`src/morse_key_decoder_core_defines.svh`:
```
// Assertion macros used by the morse key decoder top level.
`ifndef MORSE_KEY_DECODER_CORE_DEFINES_SVH
`define MORSE_KEY_DECODER_CORE_DEFINES_SVH
`ifndef SYNTH
// Clocked check, disabled while reset is asserted.
`define MKD_ASSERT(lbl, prop, msg) \
  lbl: assert property (@(posedge clk_i) disable iff (!rst_ni) prop) else $error(msg);
// Clocked check that also holds during reset.
`define MKD_ASSERT_ALWAYS(lbl, prop, msg) \
  lbl: assert property (@(posedge clk_i) prop) else $error(msg);
`else
`define MKD_ASSERT(lbl, prop, msg)
`define MKD_ASSERT_ALWAYS(lbl, prop, msg)
`endif
`endif

```
`src/mkd_pkg.sv`:
```
// Types, constants and the Morse lookup table of the morse key decoder.
package mkd_pkg;

  localparam int unsigned LetterW  = 14;
  localparam int unsigned TimeW    = 10;
  localparam int unsigned CountW   = 4;
  localparam int unsigned SymBitsW = 8;
  localparam int unsigned CharW    = 7;
  localparam int unsigned EventW   = 3;
  localparam int unsigned CfgIdxW  = 3;
  localparam int unsigned CfgDataW = 14;

  localparam logic [LetterW-1:0] LetterLimitRst = 14'd9000;
  localparam logic [TimeW-1:0]   DotMaxRst      = 10'd250;
  localparam logic [TimeW-1:0]   HoldMaxRst     = 10'd700;
  localparam logic [TimeW-1:0]   GapMinRst      = 10'd400;
  localparam logic [CountW-1:0]  WordLettersRst = 4'd4;

  typedef enum logic [EventW-1:0] {
    EvNone    = 3'd0,
    EvLetter  = 3'd1,
    EvInvalid = 3'd2,
    EvHold    = 3'd3,
    EvTime    = 3'd4
  } event_e;

  typedef enum logic [CfgIdxW-1:0] {
    RegLetterLimit = 3'd0,
    RegDotMax      = 3'd1,
    RegHoldMax     = 3'd2,
    RegGapMin      = 3'd3,
    RegWordLetters = 3'd4
  } reg_idx_e;

  typedef struct packed {
    logic [LetterW-1:0] letter_limit;
    logic [TimeW-1:0]   dot_max;
    logic [TimeW-1:0]   hold_max;
    logic [TimeW-1:0]   gap_min;
    logic [CountW-1:0]  word_letters;
  } cfg_t;

  // Symbol buffer: bit i is symbol i, 1 = dash.
  typedef struct packed {
    logic [SymBitsW-1:0] bits;
    logic [CountW-1:0]   count;
    logic                overflow;
  } sym_t;

  typedef struct packed {
    event_e             event_res;
    logic [CharW-1:0]   letter_code;
    logic               word_done;
    logic [CountW-1:0]  letters_in_word;
  } res_t;

  // International Morse, first symbol in bit 0. Returns 0 for no match.
  function automatic logic [CharW-1:0] morse_char(logic [2:0] len, logic [4:0] code);
    logic [7:0] c;
    c = 8'd0;
    case (len)
      3'd1: begin
        case (code)
          5'd0: c = "E";
          5'd1: c = "T";
          default: c = 8'd0;
        endcase
      end
      3'd2: begin
        case (code)
          5'd0: c = "I";
          5'd1: c = "N";
          5'd2: c = "A";
          5'd3: c = "M";
          default: c = 8'd0;
        endcase
      end
      3'd3: begin
        case (code)
          5'd0: c = "S";
          5'd1: c = "D";
          5'd2: c = "R";
          5'd3: c = "G";
          5'd4: c = "U";
          5'd5: c = "K";
          5'd6: c = "W";
          5'd7: c = "O";
          default: c = 8'd0;
        endcase
      end
      3'd4: begin
        case (code)
          5'd0:  c = "H";
          5'd1:  c = "B";
          5'd2:  c = "L";
          5'd3:  c = "Z";
          5'd4:  c = "F";
          5'd5:  c = "C";
          5'd6:  c = "P";
          5'd8:  c = "V";
          5'd9:  c = "X";
          5'd11: c = "Q";
          5'd13: c = "Y";
          5'd14: c = "J";
          default: c = 8'd0;
        endcase
      end
      3'd5: begin
        case (code)
          5'd0:  c = "5";
          5'd1:  c = "6";
          5'd3:  c = "7";
          5'd7:  c = "8";
          5'd15: c = "9";
          5'd16: c = "4";
          5'd24: c = "3";
          5'd28: c = "2";
          5'd30: c = "1";
          5'd31: c = "0";
          default: c = 8'd0;
        endcase
      end
      default: c = 8'd0;
    endcase
    return c[CharW-1:0];
  endfunction

endpackage

```
`src/mkd_key_if.sv`:
```
// Input channel: one key sample per request.
interface mkd_key_if;
  logic valid;
  logic ready;
  logic key_down;

  modport source(output valid, output key_down, input ready);
  modport sink(input valid, input key_down, output ready);
endinterface

```
`src/mkd_res_if.sv`:
```
// Result channel: one decode result per request.
interface mkd_res_if;
  logic                            valid;
  logic                            ready;
  logic [mkd_pkg::EventW-1:0]      event_res;
  logic [mkd_pkg::CharW-1:0]       letter_code;
  logic                            word_done;
  logic [mkd_pkg::CountW-1:0]      letters_in_word;

  modport source(output valid, output event_res, output letter_code, output word_done,
                 output letters_in_word, input ready);
  modport sink(input valid, input event_res, input letter_code, input word_done,
               input letters_in_word, output ready);
endinterface

```
`src/mkd_lookup.sv`:
```
// Symbol buffer to ASCII decode.
module mkd_lookup (
  input  mkd_pkg::sym_t                 sym_i,
  output logic [mkd_pkg::CharW-1:0]     char_o
);
  import mkd_pkg::*;

  // Codes longer than five symbols, or overflowed, have no letter.
  always_comb begin
    if (sym_i.overflow || (sym_i.count > 4'd5)) begin
      char_o = '0;
    end else begin
      char_o = morse_char(sym_i.count[2:0], sym_i.bits[4:0]);
    end
  end
endmodule

```
`src/mkd_fsm.sv`:
```
// Key timing state machine: press, gap and letter timers, symbol buffer, word count.
module mkd_fsm #(
  parameter int unsigned MAX_SYMBOLS = 8
) (
  input  logic          clk_i,
  input  logic          rst_ni,
  input  logic          step_i,
  input  logic          key_i,
  input  mkd_pkg::cfg_t cfg_i,
  output mkd_pkg::res_t res_o
);
  import mkd_pkg::*;

  localparam logic [CountW-1:0] SymLimit =
    (MAX_SYMBOLS < 15) ? CountW'(MAX_SYMBOLS) : 4'd15;

  typedef enum logic [1:0] {
    PhIdle  = 2'd0,
    PhPress = 2'd1,
    PhGap   = 2'd2,
    PhLock  = 2'd3
  } phase_e;

  phase_e             phase_q, phase_d;
  logic [TimeW-1:0]   press_q, press_d;
  logic [TimeW-1:0]   gap_q, gap_d;
  logic [LetterW-1:0] letter_q, letter_d;
  sym_t               sym_q, sym_d;
  logic [CountW-1:0]  word_q, word_d;

  logic [LetterW-1:0] letter_inc;
  logic [TimeW-1:0]   press_inc;
  logic [TimeW-1:0]   gap_inc;
  logic [CountW-1:0]  word_inc;
  logic [CountW-1:0]  target;
  logic [CharW-1:0]   char;
  logic               dash;

  mkd_lookup u_lookup (
    .sym_i  (sym_q),
    .char_o (char)
  );

  // Saturating counters.
  assign letter_inc = (letter_q == '1) ? letter_q : letter_q + 1'b1;
  assign press_inc  = (press_q == '1) ? press_q : press_q + 1'b1;
  assign gap_inc    = (gap_q == '1) ? gap_q : gap_q + 1'b1;
  assign word_inc   = (word_q == '1) ? word_q : word_q + 1'b1;
  assign target     = (cfg_i.word_letters == '0) ? 4'd1 : cfg_i.word_letters;
  assign dash       = (press_q >= cfg_i.dot_max);

  always_comb begin
    phase_d  = phase_q;
    press_d  = press_q;
    gap_d    = gap_q;
    letter_d = letter_inc;
    sym_d    = sym_q;
    word_d   = word_q;
    res_o.event_res       = EvNone;
    res_o.letter_code     = '0;
    res_o.word_done       = 1'b0;
    res_o.letters_in_word = word_q;

    if (letter_inc > cfg_i.letter_limit) begin
      // letter time limit: drop the symbol buffer and letter timer, including a press in progress
      res_o.event_res = EvTime;
      letter_d = '0;
      sym_d    = '0;
      phase_d  = key_i ? PhLock : PhIdle;
    end else begin
      case (phase_q)
        PhLock: begin
          if (!key_i) phase_d = PhIdle;
        end
        PhPress: begin
          if (key_i) begin
            press_d = press_inc;
            if (press_inc >= cfg_i.hold_max) begin
              res_o.event_res = EvHold;
              letter_d = '0;
              sym_d    = '0;
              phase_d  = PhLock;
            end
          end else begin
            if (sym_q.count >= SymLimit) begin
              sym_d.overflow = 1'b1;
            end else begin
              if ((sym_q.count < 4'd8) && dash) sym_d.bits[sym_q.count[2:0]] = 1'b1;
              sym_d.count = sym_q.count + 1'b1;
            end
            gap_d   = '0;
            phase_d = PhGap;
          end
        end
        default: begin
          // idle or gap
          if (key_i) begin
            press_d = TimeW'(1);
            phase_d = PhPress;
            if (TimeW'(1) >= cfg_i.hold_max) begin
              res_o.event_res = EvHold;
              letter_d = '0;
              sym_d    = '0;
              phase_d  = PhLock;
            end
          end else if (phase_q == PhGap) begin
            gap_d = gap_inc;
            if (gap_inc > cfg_i.gap_min) begin
              if ((sym_q.count != '0) || sym_q.overflow) begin
                if (char != '0) begin
                  res_o.event_res       = EvLetter;
                  res_o.letter_code     = char;
                  res_o.letters_in_word = word_inc;
                  res_o.word_done       = (word_inc >= target);
                  word_d = (word_inc >= target) ? '0 : word_inc;
                end else begin
                  res_o.event_res = EvInvalid;
                end
              end
              letter_d = '0;
              sym_d    = '0;
              phase_d  = PhIdle;
            end
          end
        end
      endcase
    end
  end

  always_ff @(posedge clk_i or negedge rst_ni) begin
    if (!rst_ni) begin
      phase_q  <= PhIdle;
      press_q  <= '0;
      gap_q    <= '0;
      letter_q <= '0;
      sym_q    <= '0;
      word_q   <= '0;
    end else if (step_i) begin
      phase_q  <= phase_d;
      press_q  <= press_d;
      gap_q    <= gap_d;
      letter_q <= letter_d;
      sym_q    <= sym_d;
      word_q   <= word_d;
    end
  end
endmodule

```
`src/morse_key_decoder_core.sv`:
```
// Top level of the morse key decoder: channels, registers, input and result stages.
//
// Usage:
//   key_i carries one key sample per millisecond tick (key_down = 1 pressed).
//   res_o returns exactly one result request per accepted tick: event_res
//   (none, letter, invalid code, hold too long, time limit), letter_code
//   (ASCII on a letter, else 0), word_done and letters_in_word. The user must
//   write timing registers via cfg_we_i / cfg_idx_i / cfg_wdata_i only while the
//   block is idle (not enforced); indexes past the register list are ignored.
// Pipeline and rate:
//   A tick accepted into the input register is decoded and timed from there,
//   and its result is captured in the result register. One tick per cycle is
//   sustained while res_o.ready stays high; the state update is a single pass
//   of saturating counters plus the 36-entry code table.
// Reset:
//   rst_ni clears timers, the symbol buffer and the word count, loads the
//   default register values and empties both stages.
// Stall:
//   When res_o.ready is low, the result stays in its register and one more
//   tick can wait in the input register; key_i.ready drops after that.
`include "morse_key_decoder_core_defines.svh"
module morse_key_decoder_core #(
  parameter int unsigned MAX_SYMBOLS = 8
) (
  input  logic                             clk_i,
  input  logic                             rst_ni,
  input  logic                             cfg_we_i,
  input  logic [mkd_pkg::CfgIdxW-1:0]      cfg_idx_i,
  input  logic [mkd_pkg::CfgDataW-1:0]     cfg_wdata_i,
  mkd_key_if.sink                          key_i,
  mkd_res_if.source                        res_o
);
  import mkd_pkg::*;

  cfg_t cfg_q;

  // input register
  logic in_valid_q;
  logic key_q;

  // result register
  logic out_valid_q;
  res_t res_q;
  res_t res;

  logic advance;
  logic step;

  // result register free or being drained this cycle
  assign advance     = !out_valid_q || res_o.ready;
  assign step        = in_valid_q && advance;
  assign key_i.ready = !in_valid_q || advance;

  // configuration registers
  always_ff @(posedge clk_i or negedge rst_ni) begin
    if (!rst_ni) begin
      cfg_q.letter_limit <= LetterLimitRst;
      cfg_q.dot_max      <= DotMaxRst;
      cfg_q.hold_max     <= HoldMaxRst;
      cfg_q.gap_min      <= GapMinRst;
      cfg_q.word_letters <= WordLettersRst;
    end else if (cfg_we_i) begin
      case (reg_idx_e'(cfg_idx_i))
        RegLetterLimit: cfg_q.letter_limit <= cfg_wdata_i[LetterW-1:0];
        RegDotMax:      cfg_q.dot_max      <= cfg_wdata_i[TimeW-1:0];
        RegHoldMax:     cfg_q.hold_max     <= cfg_wdata_i[TimeW-1:0];
        RegGapMin:      cfg_q.gap_min      <= cfg_wdata_i[TimeW-1:0];
        RegWordLetters: cfg_q.word_letters <= cfg_wdata_i[CountW-1:0];
        default: ;
      endcase
    end
  end

  // input stage
  always_ff @(posedge clk_i or negedge rst_ni) begin
    if (!rst_ni) begin
      in_valid_q <= 1'b0;
    end else if (key_i.ready) begin
      in_valid_q <= key_i.valid;
    end
  end

  always_ff @(posedge clk_i) begin
    if (key_i.valid && key_i.ready) key_q <= key_i.key_down;
  end

  mkd_fsm #(
    .MAX_SYMBOLS (MAX_SYMBOLS)
  ) u_fsm (
    .clk_i  (clk_i),
    .rst_ni (rst_ni),
    .step_i (step),
    .key_i  (key_q),
    .cfg_i  (cfg_q),
    .res_o  (res)
  );

  // result stage
  always_ff @(posedge clk_i or negedge rst_ni) begin
    if (!rst_ni) begin
      out_valid_q <= 1'b0;
    end else if (advance) begin
      out_valid_q <= in_valid_q;
    end
  end

  always_ff @(posedge clk_i) begin
    if (step) res_q <= res;
  end

  assign res_o.valid           = out_valid_q;
  assign res_o.event_res       = res_q.event_res;
  assign res_o.letter_code     = res_q.letter_code;
  assign res_o.word_done       = res_q.word_done;
  assign res_o.letters_in_word = res_q.letters_in_word;

  // a waiting tick is kept until the result register frees up
  `MKD_ASSERT(a_hold_pending, in_valid_q && !advance |=> in_valid_q && $stable(key_q), "pending tick lost")
  // a letter always carries a character
  `MKD_ASSERT(a_letter_char, res_o.valid && res_o.event_res == EvLetter |-> res_o.letter_code != '0, "letter without code")
  // code and word flag only come with a letter
  `MKD_ASSERT(a_no_letter, res_o.valid && res_o.event_res != EvLetter |-> res_o.letter_code == '0 && !res_o.word_done, "code outside letter")
  // a completed word has at least one letter
  `MKD_ASSERT(a_word_count, res_o.valid && res_o.word_done |-> res_o.letters_in_word != '0, "empty word done")
  // nothing is presented while in reset
  `MKD_ASSERT_ALWAYS(a_reset_idle, !rst_ni |-> !res_o.valid, "result valid in reset")
endmodule
```
`src/flat_wrapper.sv`:
```
// flat-port wrapper written by rule: the top's interface ports become plain ports
module morse_key_decoder_core_flat import mkd_pkg::*;
#(
  parameter int unsigned MAX_SYMBOLS = 8
)
  (clk_i, rst_ni, cfg_we_i, cfg_idx_i, cfg_wdata_i, key_i_valid, key_i_key_down, key_i_ready, res_o_valid, res_o_event_res, res_o_letter_code, res_o_word_done, res_o_letters_in_word, res_o_ready);
  mkd_key_if key_i_i ();
  mkd_res_if res_o_i ();
  input  logic clk_i;
  input  logic rst_ni;
  input  logic cfg_we_i;
  input  logic [mkd_pkg::CfgIdxW-1:0] cfg_idx_i;
  input  logic [mkd_pkg::CfgDataW-1:0] cfg_wdata_i;
  input wire logic [$bits(key_i_i.valid)-1:0] key_i_valid;
  input wire logic [$bits(key_i_i.key_down)-1:0] key_i_key_down;
  output wire logic [$bits(key_i_i.ready)-1:0] key_i_ready;
  output wire logic [$bits(res_o_i.valid)-1:0] res_o_valid;
  output wire logic [$bits(res_o_i.event_res)-1:0] res_o_event_res;
  output wire logic [$bits(res_o_i.letter_code)-1:0] res_o_letter_code;
  output wire logic [$bits(res_o_i.word_done)-1:0] res_o_word_done;
  output wire logic [$bits(res_o_i.letters_in_word)-1:0] res_o_letters_in_word;
  input wire logic [$bits(res_o_i.ready)-1:0] res_o_ready;
  assign key_i_i.valid = key_i_valid;
  assign key_i_i.key_down = key_i_key_down;
  assign key_i_ready = key_i_i.ready;
  assign res_o_valid = res_o_i.valid;
  assign res_o_event_res = res_o_i.event_res;
  assign res_o_letter_code = res_o_i.letter_code;
  assign res_o_word_done = res_o_i.word_done;
  assign res_o_letters_in_word = res_o_i.letters_in_word;
  assign res_o_i.ready = res_o_ready;
  morse_key_decoder_core #(.MAX_SYMBOLS(MAX_SYMBOLS)) u_core (.clk_i(clk_i), .rst_ni(rst_ni), .cfg_we_i(cfg_we_i), .cfg_idx_i(cfg_idx_i), .cfg_wdata_i(cfg_wdata_i), .key_i(key_i_i), .res_o(res_o_i));
endmodule
```
`config.mk`:
```
export PLATFORM = sky130hd
export DESIGN_NAME = morse_key_decoder_core_flat
export DESIGN_NICKNAME = d
export VERILOG_FILES = /design/src/mkd_pkg.sv /design/src/mkd_key_if.sv /design/src/mkd_res_if.sv /design/src/mkd_lookup.sv /design/src/mkd_fsm.sv /design/src/morse_key_decoder_core.sv /design/src/flat_wrapper.sv
export VERILOG_INCLUDE_DIRS = /design/src /design/src/src
export SDC_FILE = /design/constraint.sdc
export NUM_CORES = 1
export LEC_CHECK = 0
export BUFFER_PORTS_ARGS = -buffer_cell sky130_fd_sc_hd__buf_4
export CORE_UTILIZATION = 62
export CTS_CLUSTER_SIZE = 14
export DETAILED_ROUTE_END_ITERATION = 16
export GPL_ROUTABILITY_DRIVEN = 0
export GPL_TIMING_DRIVEN = 1
export PLACE_DENSITY = 0.9
export SLEW_MARGIN = 0
export SYNTH_ARGS = -nofsm -noshare
export SYNTH_HDL_FRONTEND = slang
export SYNTH_SLANG_ARGS = --single-unit
export TNS_END_PERCENT = 100
```
`constraint.sdc`:
```
create_clock -name clk_i -period 4.8 [get_ports clk_i]
set_input_delay 0.72 -clock clk_i [delete_from_list [all_inputs] [get_ports clk_i]]
set_output_delay 0.72 -clock clk_i [all_outputs]
set_load 0.02 [all_outputs]
```
==> flow_results.xml, run 1 <==
<?xml version="1.0" encoding="UTF-8"?>
<metrics>
  <group name="run_status">
    <metric name="outcome" unit="">complete, no violations</metric>
  </group>
  <group name="critical_path">
    <metric name="timing.setup.critical_path_class" unit="">reg -&gt; reg</metric>
    <metric name="startpoint_type" unit="">register</metric>
    <metric name="timing.critical_path.cells" unit="">ha_1 -&gt; nand4_1 -&gt; nor4_2 -&gt; nor2_1 -&gt; nand2_1 -&gt; nor2_1 -&gt; xnor2_1 -&gt; ha_1 -&gt; a21oi_1 -&gt; nor2_1 -&gt; a211oi_1 -&gt; a32o_1 -&gt; nand4_1 -&gt; a211oi_2 -&gt; mux2_1</metric>
    <metric name="critPathRequiredTime" unit="ns">5.11</metric>
    <metric name="crit_slowest_cell" unit="">a32o_1</metric>
    <metric name="critical-path-max-stage-delay" unit="ns">0.47</metric>
    <metric name="path_delay_family" unit="">simple AND/OR/NAND/NOR gates</metric>
    <metric name="timing.critical_path.buf_inv" unit="">0</metric>
    <metric name="critical_path_arrival" unit="ns">4.72</metric>
    <metric name="reg2regPathDepth" unit="">15</metric>
    <metric name="crit_top_cell" unit="">nor2_1</metric>
    <metric name="wp_depth" unit="">15</metric>
    <metric name="crit_path_start" unit="">u_core.u_fsm.letter_q[0]</metric>
    <metric name="regToRegSetupSlack" unit="ns">0.39</metric>
    <metric name="crit-reg2reg-launch" unit="">u_core.u_fsm.letter_q[0]</metric>
    <metric name="endpoint_kind" unit="">register</metric>
    <metric name="worstPathMaxFanout" unit="">10</metric>
  </group>
  <group name="yosys">
    <metric name="synth_cell_types" unit="">74</metric>
    <metric name="synth_register_bits" unit="">116</metric>
    <metric name="post_synth_inst_count" unit="">849</metric>
    <metric name="synth_top_cell_area_share" unit="%">25.9</metric>
    <metric name="synth-edff-count" unit="">16</metric>
    <metric name="netlist.top_cell.by_area" unit="">dfrtp_1</metric>
    <metric name="post_synth_and_or_nand_nor_area_fraction" unit="%">19.2</metric>
    <metric name="post_synth_xor_area_fraction" unit="%">2.41</metric>
    <metric name="cell_area_after_synthesis" unit="sq um">7630</metric>
    <metric name="synthesis.yosys.warnings" unit="">0</metric>
    <metric name="synth-adder-area-share" unit="%">11.8</metric>
    <metric name="ys_dominant_reg_cell" unit="">dfrtp_1</metric>
    <metric name="post_synth_mux_area_share" unit="%">3.92</metric>
    <metric name="synthesis.nets" unit="">944</metric>
    <metric name="synth-seq-area-share" unit="%">39.4</metric>
    <metric name="synth_area_per_cell" unit="sq um">8.99</metric>
    <metric name="fraction_of_the_mapped_netlist_area_in_compound_gates" unit="%">17.4</metric>
    <metric name="async_flop_share" unit="%">86.2</metric>
    <metric name="main_combinational_cell_family_by_area_after_synthesis" unit="">simple AND/OR/NAND/NOR gates</metric>
    <metric name="netlist_top_cells_area" unit="">dfrtp_1 26%, ha_1 12%, dfstp_2 7.2%</metric>
  </group>
  <group name="global_routing">
    <metric name="global_route.usage.met2" unit="%">49.4</metric>
    <metric name="grt_remaining_overflow" unit="">0</metric>
    <metric name="largest_net_degree_at_the_start_of_global_routing" unit="">63</metric>
    <metric name="number_of_global_route_vias_before_repair" unit="">6165</metric>
    <metric name="globalRouteTotalUtil" unit="%">30.2</metric>
    <metric name="grt-busiest-layer" unit="">met2</metric>
    <metric name="grt.met3_usage" unit="%">6.11</metric>
    <metric name="global_route_wire_length_before_repair" unit="um">30000</metric>
    <metric name="antenna_found_initial" unit="">0</metric>
    <metric name="grt.met1_usage" unit="%">39.3</metric>
  </group>
  <group name="power">
    <metric name="vdd.ir_drop.worst" unit="V">0.000269</metric>
    <metric name="power_density" unit="nW/um^2">469</metric>
    <metric name="power.leakage" unit="nW">3.85</metric>
  </group>
  <group name="cts">
    <metric name="h_tree_depth_reported_by_cts" unit="">4</metric>
    <metric name="clkLatencyLatePin" unit="ns">0.43</metric>
    <metric name="cts_root_buffer" unit="">clkbuf_16</metric>
    <metric name="cts_inserted_buffers" unit="">17</metric>
    <metric name="cts.sinks" unit="">116</metric>
    <metric name="tritoncts" unit="">done</metric>
    <metric name="clk_path_buf_depth" unit="">2</metric>
    <metric name="post_cts_hold_buffer_count" unit="">0</metric>
    <metric name="cts.clk_slew.worst_paths" unit="ns">0.06</metric>
  </group>
  <group name="place">
    <metric name="buffer_ports.inserted" unit="">39</metric>
    <metric name="detailedPlacementHpwl" unit="um">12500</metric>
  </group>
  <group name="run">
    <metric name="cap_viol_max_count" unit="">0</metric>
  </group>
  <group name="floorplanning">
    <metric name="std_cell_rows" unit="">40</metric>
    <metric name="floorplan.core_area" unit="sq um">12000</metric>
    <metric name="io-pin-count" unit="">40</metric>
    <metric name="die_area" unit="sq um">12800</metric>
    <metric name="chip_height" unit="um">113</metric>
    <metric name="initial_utilization" unit="%">63.6</metric>
    <metric name="die_width" unit="um">113</metric>
  </group>
  <group name="sta">
    <metric name="worst_pin_slew" unit="ns">1.15</metric>
    <metric name="final_hold_viol_count" unit="">0</metric>
    <metric name="timing.final.crit_period" unit="ns">4.41</metric>
    <metric name="max_freq" unit="MHz">227</metric>
    <metric name="post-route-period-util" unit="%">91.9</metric>
    <metric name="total_count_of_max_transition_violations_in_the_final_report" unit="">0</metric>
    <metric name="slew-limit-headroom" unit="%">23.2</metric>
    <metric name="clock_skew" unit="ns">0.00521</metric>
    <metric name="timing.final.setup_violations" unit="">0</metric>
    <metric name="finalSetupTns" unit="ns">0</metric>
    <metric name="unrepaired_setup_endpoints_after_global_routing" unit="">no</metric>
  </group>
  <group name="hold_path">
    <metric name="worst_hold_check_path_type" unit="">in -&gt; async</metric>
  </group>
  <group name="route">
    <metric name="wirelength" unit="um">18300</metric>
    <metric name="dr.pass1.iters" unit="">6</metric>
    <metric name="drt-initial-drc-count" unit="">692</metric>
    <metric name="route.detailed.drc" unit="">0</metric>
    <metric name="routed_wire_length_per_instance" unit="um">17.6</metric>
    <metric name="vias" unit="">6547</metric>
    <metric name="antenna_left" unit="">0</metric>
    <metric name="viasPerCell" unit="">6.28</metric>
  </group>
  <group name="cells_and_area">
    <metric name="number_of_antenna_diodes" unit="">0</metric>
    <metric name="num-nets-final" unit="">977</metric>
    <metric name="post-route-util" unit="%">71.8</metric>
    <metric name="area_growth_syn_to_layout" unit="%">12.9</metric>
    <metric name="share_of_post_route_cells_with_drive_strength_above_1" unit="%">15.0</metric>
  </group>
</metrics>
==> state kept, by name, indices dropped and copies added, names as in the netlist <==
signal	cells
u_core.cfg_q	48
u_core.in_valid_q	1
u_core.key_q	1
u_core.res_o.event_res	3
u_core.res_o.letter_code	7
u_core.res_o.letters_in_word	4
u_core.res_o.valid	1
u_core.res_o.word_done	1
u_core.u_fsm.gap_q	10
u_core.u_fsm.letter_q	14
u_core.u_fsm.phase_q	2
u_core.u_fsm.press_q	10
u_core.u_fsm.sym_q	10
u_core.u_fsm.word_q	4
==> cells by family after synthesis <==
| kind of cell | count (synthesis) |
|---|---|
| simple gates | 296 |
| compound gates | 201 |
| buf+inv | 116 |
| fa+ha+maj | 72 |
| flops | 116 |
| mux | 27 |
| xor+xnor | 21 |
==> per-stage QoR <==
stage	area [sq um]	hold slack (ns)	cells	power (mW)	worst slack [ns]
global placement	8030	0.469	1009	2.71	0.509
CTS	8610	0.413	1041	4.02	0.297
global route	8620	0.445	1042	4.27	0.00460
finish	8620	0.384	1042	4.04	0.387
floorplan	7630	0.424	849	2.39	0.931
detailed placement	8030	0.477	1009	2.77	0.391
==> cell type report <==
cell class | count | area (sq um)
Multi-Input combinational cell | 617 | 4190
Tap cell | 147 | 184
Fill cell | 867 | 3390
Clock buffer | 23 | 498
Inverter | 83 | 312
Timing Repair Buffer | 47 | 353
Clock inverter | 9 | 76.3
Sequential cell | 116 | 3010
==> cell usage in the layout (no fill, tap or decap), types with 5 or more instances in the layout <==
master     count
nand2b_1      22
o41ai_1        5
a21o_1         6
nand2_1      107
a21oi_1       23
mux2_2        20
nor3_1        19
clkbuf_16     17
nand3_1       29
a31oi_1        6
clkbuf_8       5
nor2_1        49
ha_1          72
dfrtp_1       79
clkinv_2       5
a22o_1         9
a211oi_1      14
o22ai_1        6
nand4_1       15
nor2b_1        5
xnor2_1       16
nor4_1         6
edfxtp_1      16
o21ai_0       75
xor2_1         5
and3_1        12
buf_4         47
and2_1         6
dfstp_2       21
inv_1         82
o31ai_1       11
==> repair_timing <==
item	in CTS	in global routing
hold endpoints to repair	0	0
gates resized for setup	0	2
buffers inserted	0	1
setup endpoints to repair	0	32
==> worst paths after layout <==
path                                          end
max                        u_core.u_fsm.word_q[2]
min reg2reg                    u_core.res_o.valid
min                         u_core.u_fsm.gap_q[1]
max in group asynchronous        u_core.cfg_q[43]
min in group clk_i                   u_core.key_q
max reg2reg                u_core.u_fsm.word_q[2]
==> cells in the mapped netlist, types with 6 or more instances <==
master / instances
and3_1: 12
nand2b_1: 22
o22ai_1: 6
dfstp_2: 21
and2_1: 6
mux2_2: 20
nor2_1: 49
nand2_1: 107
inv_1: 82
o21ai_0: 75
dfrtp_1: 79
nor4_1: 6
nand3_1: 29
ha_1: 72
nor3_1: 19
xnor2_1: 16
a21o_1: 6
a211oi_1: 14
clkbuf_1: 24
a21oi_1: 23
edfxtp_1: 16
nand4_1: 15
a22o_1: 9
buf_2: 8
o31ai_1: 11
a31oi_1: 6
==> layer usage <==
layer | share of wire (%) | routed length, um
met5 | 0 | 0
met4 | 3.0 | 546
met3 | 6.4 | 1170
met2 | 48 | 8760
met1 | 43 | 7860
==> report_power, final <==
| group | internal [mW] | switching [mW] |
|---|---|---|
| registers | 1.19 | 0.173 |
| clock network | 0.774 | 0.452 |
| logic | 0.559 | 0.890 |
| total | 2.53 | 1.52 |
(Power assumes the default switching activity.)
==> run 2, diff against run 1 <==
Settings changed: ABC_AREA set to 1, PLACE_DENSITY 0.9 to unset, PLACE_DENSITY_LB_ADDON set to 0.08.
==> run 2 against run 1 <==
Effect of this change:
- first-iteration DRC count decreased by 17%
- worst setup slack improved by 0.36 ns
- largest power group is now the clock network
- highest routed layer unchanged
- total power fell by 6.6%
==> flow_results.xml, run 2 <==
<?xml version="1.0" encoding="UTF-8"?>
<metrics>
  <group name="critical_path">
    <metric name="timing.setup.critical_path_class" unit="">reg -&gt; reg</metric>
    <metric name="crit_top_cell" unit="">nand2_1</metric>
    <metric name="crit_slowest_cell" unit="">dfrtp_1</metric>
    <metric name="critPathRequiredTime" unit="ns">5.15</metric>
    <metric name="critical_path_arrival" unit="ns">4.40</metric>
    <metric name="timing.critical_path.cells" unit="">ha_1 -&gt; nand3_1 -&gt; nor2_1 -&gt; nand4_2 -&gt; nand2_1 -&gt; nor2_1 -&gt; nand2_1 -&gt; xor2_1 -&gt; ha_1 -&gt; a21oi_1 -&gt; o21ai_0 -&gt; nor2_1 -&gt; nand2_1 -&gt; nand2_1 -&gt; nand4_2 -&gt; nor2_2 -&gt; inv_1 -&gt; o21ai_1</metric>
    <metric name="worstPathMaxFanout" unit="">14</metric>
    <metric name="endpoint_kind" unit="">register</metric>
    <metric name="startpoint_type" unit="">register</metric>
    <metric name="critical-path-max-stage-delay" unit="ns">0.42</metric>
  </group>
  <group name="sta">
    <metric name="max_freq" unit="MHz">247</metric>
    <metric name="total_count_of_max_transition_violations_in_the_final_report" unit="">0</metric>
    <metric name="final_hold_viol_count" unit="">0</metric>
    <metric name="slew-limit-headroom" unit="%">32.7</metric>
    <metric name="setup_slack" unit="ns">0.747</metric>
    <metric name="unrepaired_setup_endpoints_after_global_routing" unit="">no</metric>
    <metric name="timing.final.crit_period" unit="ns">4.05</metric>
    <metric name="finalSetupTns" unit="ns">0</metric>
    <metric name="timing.final.setup_violations" unit="">0</metric>
    <metric name="final_layout_worst_hold_slack" unit="ns">0.398</metric>
    <metric name="clock_skew" unit="ns">0.00529</metric>
    <metric name="post-route-period-util" unit="%">84.4</metric>
    <metric name="worst_pin_slew" unit="ns">1.01</metric>
  </group>
  <group name="power">
    <metric name="power.leakage" unit="nW">4.60</metric>
    <metric name="vdd.ir_drop.worst" unit="V">0.000275</metric>
    <metric name="power_density" unit="nW/um^2">427</metric>
  </group>
  <group name="yosys">
    <metric name="async_flop_share" unit="%">86.2</metric>
    <metric name="cell_area_after_synthesis" unit="sq um">7810</metric>
    <metric name="ys_top_cells_by_count" unit="">304 x nand2_1, 139 x inv_1, 93 x nor2_1</metric>
    <metric name="synth_top_cell_area_share" unit="%">25.3</metric>
    <metric name="yosys.cell_count.top_type" unit="">nand2_1</metric>
    <metric name="synthesis.nets" unit="">1148</metric>
    <metric name="netlist_top_cells_area" unit="">dfrtp_1 25%, nand2_1 15%, ha_1 12%</metric>
    <metric name="ys_dominant_reg_cell" unit="">dfrtp_1</metric>
    <metric name="synth_area_per_cell" unit="sq um">7.41</metric>
    <metric name="synth-seq-area-share" unit="%">38.5</metric>
    <metric name="netlist.top_cell.by_area" unit="">dfrtp_1</metric>
    <metric name="synth_register_bits" unit="">116</metric>
    <metric name="post_synth_inst_count" unit="">1053</metric>
    <metric name="synth_cell_types" unit="">42</metric>
    <metric name="synthesis.yosys.warnings" unit="">0</metric>
    <metric name="synth-edff-count" unit="">16</metric>
  </group>
  <group name="global_routing">
    <metric name="antenna_found_initial" unit="">0</metric>
    <metric name="grt_remaining_overflow" unit="">0</metric>
    <metric name="largest_net_degree_at_the_start_of_global_routing" unit="">65</metric>
    <metric name="number_of_global_route_vias_before_repair" unit="">6369</metric>
    <metric name="global_route_wire_length_before_repair" unit="um">29900</metric>
    <metric name="globalRouteTotalUtil" unit="%">29.7</metric>
  </group>
  <group name="floorplanning">
    <metric name="floorplan.core_area" unit="sq um">12200</metric>
    <metric name="std_cell_rows" unit="">40</metric>
    <metric name="initial_utilization" unit="%">64.2</metric>
    <metric name="die_width" unit="um">114</metric>
    <metric name="io-pin-count" unit="">40</metric>
    <metric name="die_area" unit="sq um">13000</metric>
    <metric name="chip_height" unit="um">114</metric>
  </group>
  <group name="cts">
    <metric name="cts.clk_slew.worst_paths" unit="ns">0.06</metric>
    <metric name="cts_root_buffer" unit="">clkbuf_16</metric>
    <metric name="cts_inserted_buffers" unit="">17</metric>
    <metric name="post_cts.repair.setup_buffers" unit="">0</metric>
    <metric name="cts.sinks" unit="">116</metric>
    <metric name="clk_path_buf_depth" unit="">2</metric>
    <metric name="tritoncts" unit="">done</metric>
    <metric name="clkLatencyLatePin" unit="ns">0.42</metric>
    <metric name="cts_repair_resize_count" unit="">0</metric>
    <metric name="post_cts_hold_buffer_count" unit="">0</metric>
    <metric name="h_tree_depth_reported_by_cts" unit="">4</metric>
  </group>
  <group name="cells_and_area">
    <metric name="layout.cells.most_common_list" unit="">304 x nand2_1, 139 x inv_1, 93 x nor2_1</metric>
    <metric name="number_of_antenna_diodes" unit="">0</metric>
    <metric name="share_of_post_route_cells_with_drive_strength_above_1" unit="%">9.96</metric>
    <metric name="largest_register_ffs" unit="">48</metric>
    <metric name="commonest_non_fill_non_tap_cell_in_the_layout" unit="">nand2_1</metric>
    <metric name="register_area" unit="sq um">3010</metric>
    <metric name="reg_with_most_ffs" unit="">u_core.cfg_q</metric>
    <metric name="num-nets-final" unit="">1186</metric>
    <metric name="top_regs" unit="">u_core.cfg_q: 48 flops, u_core.u_fsm.letter_q: 14 flops</metric>
    <metric name="area_growth_syn_to_layout" unit="%">13.4</metric>
    <metric name="multi_input_comb_area" unit="sq um">4150</metric>
    <metric name="fill_cells" unit="">974</metric>
  </group>
  <group name="place">
    <metric name="detailedPlacementHpwl" unit="um">12900</metric>
    <metric name="post-place-ws" unit="ns">0.828</metric>
    <metric name="buffer_ports.inserted" unit="">39</metric>
  </group>
  <group name="route">
    <metric name="routed_wire_length_per_instance" unit="um">14.1</metric>
    <metric name="dr.pass1.iters" unit="">5</metric>
    <metric name="antenna_left" unit="">0</metric>
    <metric name="vias" unit="">6943</metric>
    <metric name="drt-initial-drc-count" unit="">571</metric>
    <metric name="viasPerCell" unit="">5.46</metric>
    <metric name="wirelength" unit="um">18000</metric>
    <metric name="route.detailed.drc" unit="">0</metric>
  </group>
  <group name="run_status">
    <metric name="outcome" unit="">complete, no violations</metric>
  </group>
  <group name="run">
    <metric name="cap_viol_max_count" unit="">0</metric>
  </group>
  <group name="hold_path">
    <metric name="worst_hold_check_path_type" unit="">in -&gt; async</metric>
  </group>
</metrics>
==> run 2: cell types whose count changed in the layout (fill, tap and decap cells not counted), sizes merged, moves of 11 or more <==
cell | previous run | this run
mux2 | 23 | 0
and3 | 12 | 0
nand3 | 29 | 83
o31ai | 12 | 1
inv | 84 | 142
a211oi | 15 | 0
o21ai | 76 | 91
nand2b | 22 | 0
nand2 | 107 | 305
nor2 | 49 | 101
xor2 | 5 | 18
xnor2 | 16 | 5
==> run 2: area by class of cell <==
type	instances	share of cell area [%]
well taps	168	2.38
flip-flops and latches	116	34.0
inverters	142	6.02
clock buffers	27	6.29
repair buffers	41	3.48
clock inverters	5	0.905
multi-input cells	773	46.9
==> run 2: kinds of logic (layout without fill, tap and decap cells) <==
logic type               Yosys count  after routing  share of synthesized area, %
AO/OA/AOI/OAI                    143            143                          9.76
adder cells (fa/ha/maj)           72             72                          11.5
buffers and inverters            164            215                          8.25
flip-flops                       116            116                          38.5
AND/OR/NAND/NOR                  535            535                          29.3
XOR/XNOR                          23             23                          2.58
==> run 2: worst paths after layout <==
path / startpoint / to / slack, ns / cells past startpoint
max: u_core.u_fsm.letter_q[0] / u_core.u_fsm.press_q[6] / 0.75 / 18
min: rst_ni / u_core.u_fsm.gap_q[7] / 0.40 / 1
max reg2reg: u_core.u_fsm.letter_q[0] / u_core.u_fsm.press_q[6] / 0.75 / 18
min reg2reg: u_core.u_fsm.sym_q[0] / u_core.u_fsm.sym_q[0] / 0.48 / 2
max in group asynchronous: rst_ni / u_core.cfg_q[47] / 3.41 / 2
min in group clk_i: u_core.u_fsm.sym_q[0] / u_core.u_fsm.sym_q[0] / 0.48 / 2
==> run 2: critical path: cells and delay by family (launching register included) <==
family	cells	cell delay, ns
buf+inv	1	0.11
xor+xnor	1	0.21
fa+ha+maj	2	0.50
compound gates	3	0.34
flops	1	0.42
simple gates	11	2.37
==> run 2: power breakdown <==
| part | internal, mW | switching [mW] | total (mW) |
|---|---|---|---|
| Clock | 0.900 | 0.453 | 1.35 |
| Sequential | 1.18 | 0.131 | 1.31 |
| Combinational | 0.385 | 0.731 | 1.12 |
==> run 2: through the flow <==
stage / power, mW / cell area, sq um / util, % / std cells
finish: 3.78 / 8850 / 72.8 / 1272
global route: 4.01 / 8850 / 72.8 / 1272
CTS: 3.78 / 8850 / 72.8 / 1272
detailed placement: 2.41 / 8210 / 67.5 / 1240
global placement: 2.38 / 8210 / 67.5 / 1240
floorplan: 2.11 / 7810 / - / 1053
==> run 2: per-layer routing <==
| layer | vias up | part of all wire, % | GRT usage, % |
|---|---|---|---|
| li1 | 3495 | - | - |
| met1 | 3191 | 46 | 38.8 |
| met2 | 210 | 46 | 47.9 |
| met3 | 47 | 4.9 | 5.29 |
| met4 | 0 | 3.0 | 14.5 |
| met5 | - | 0 | 0 |
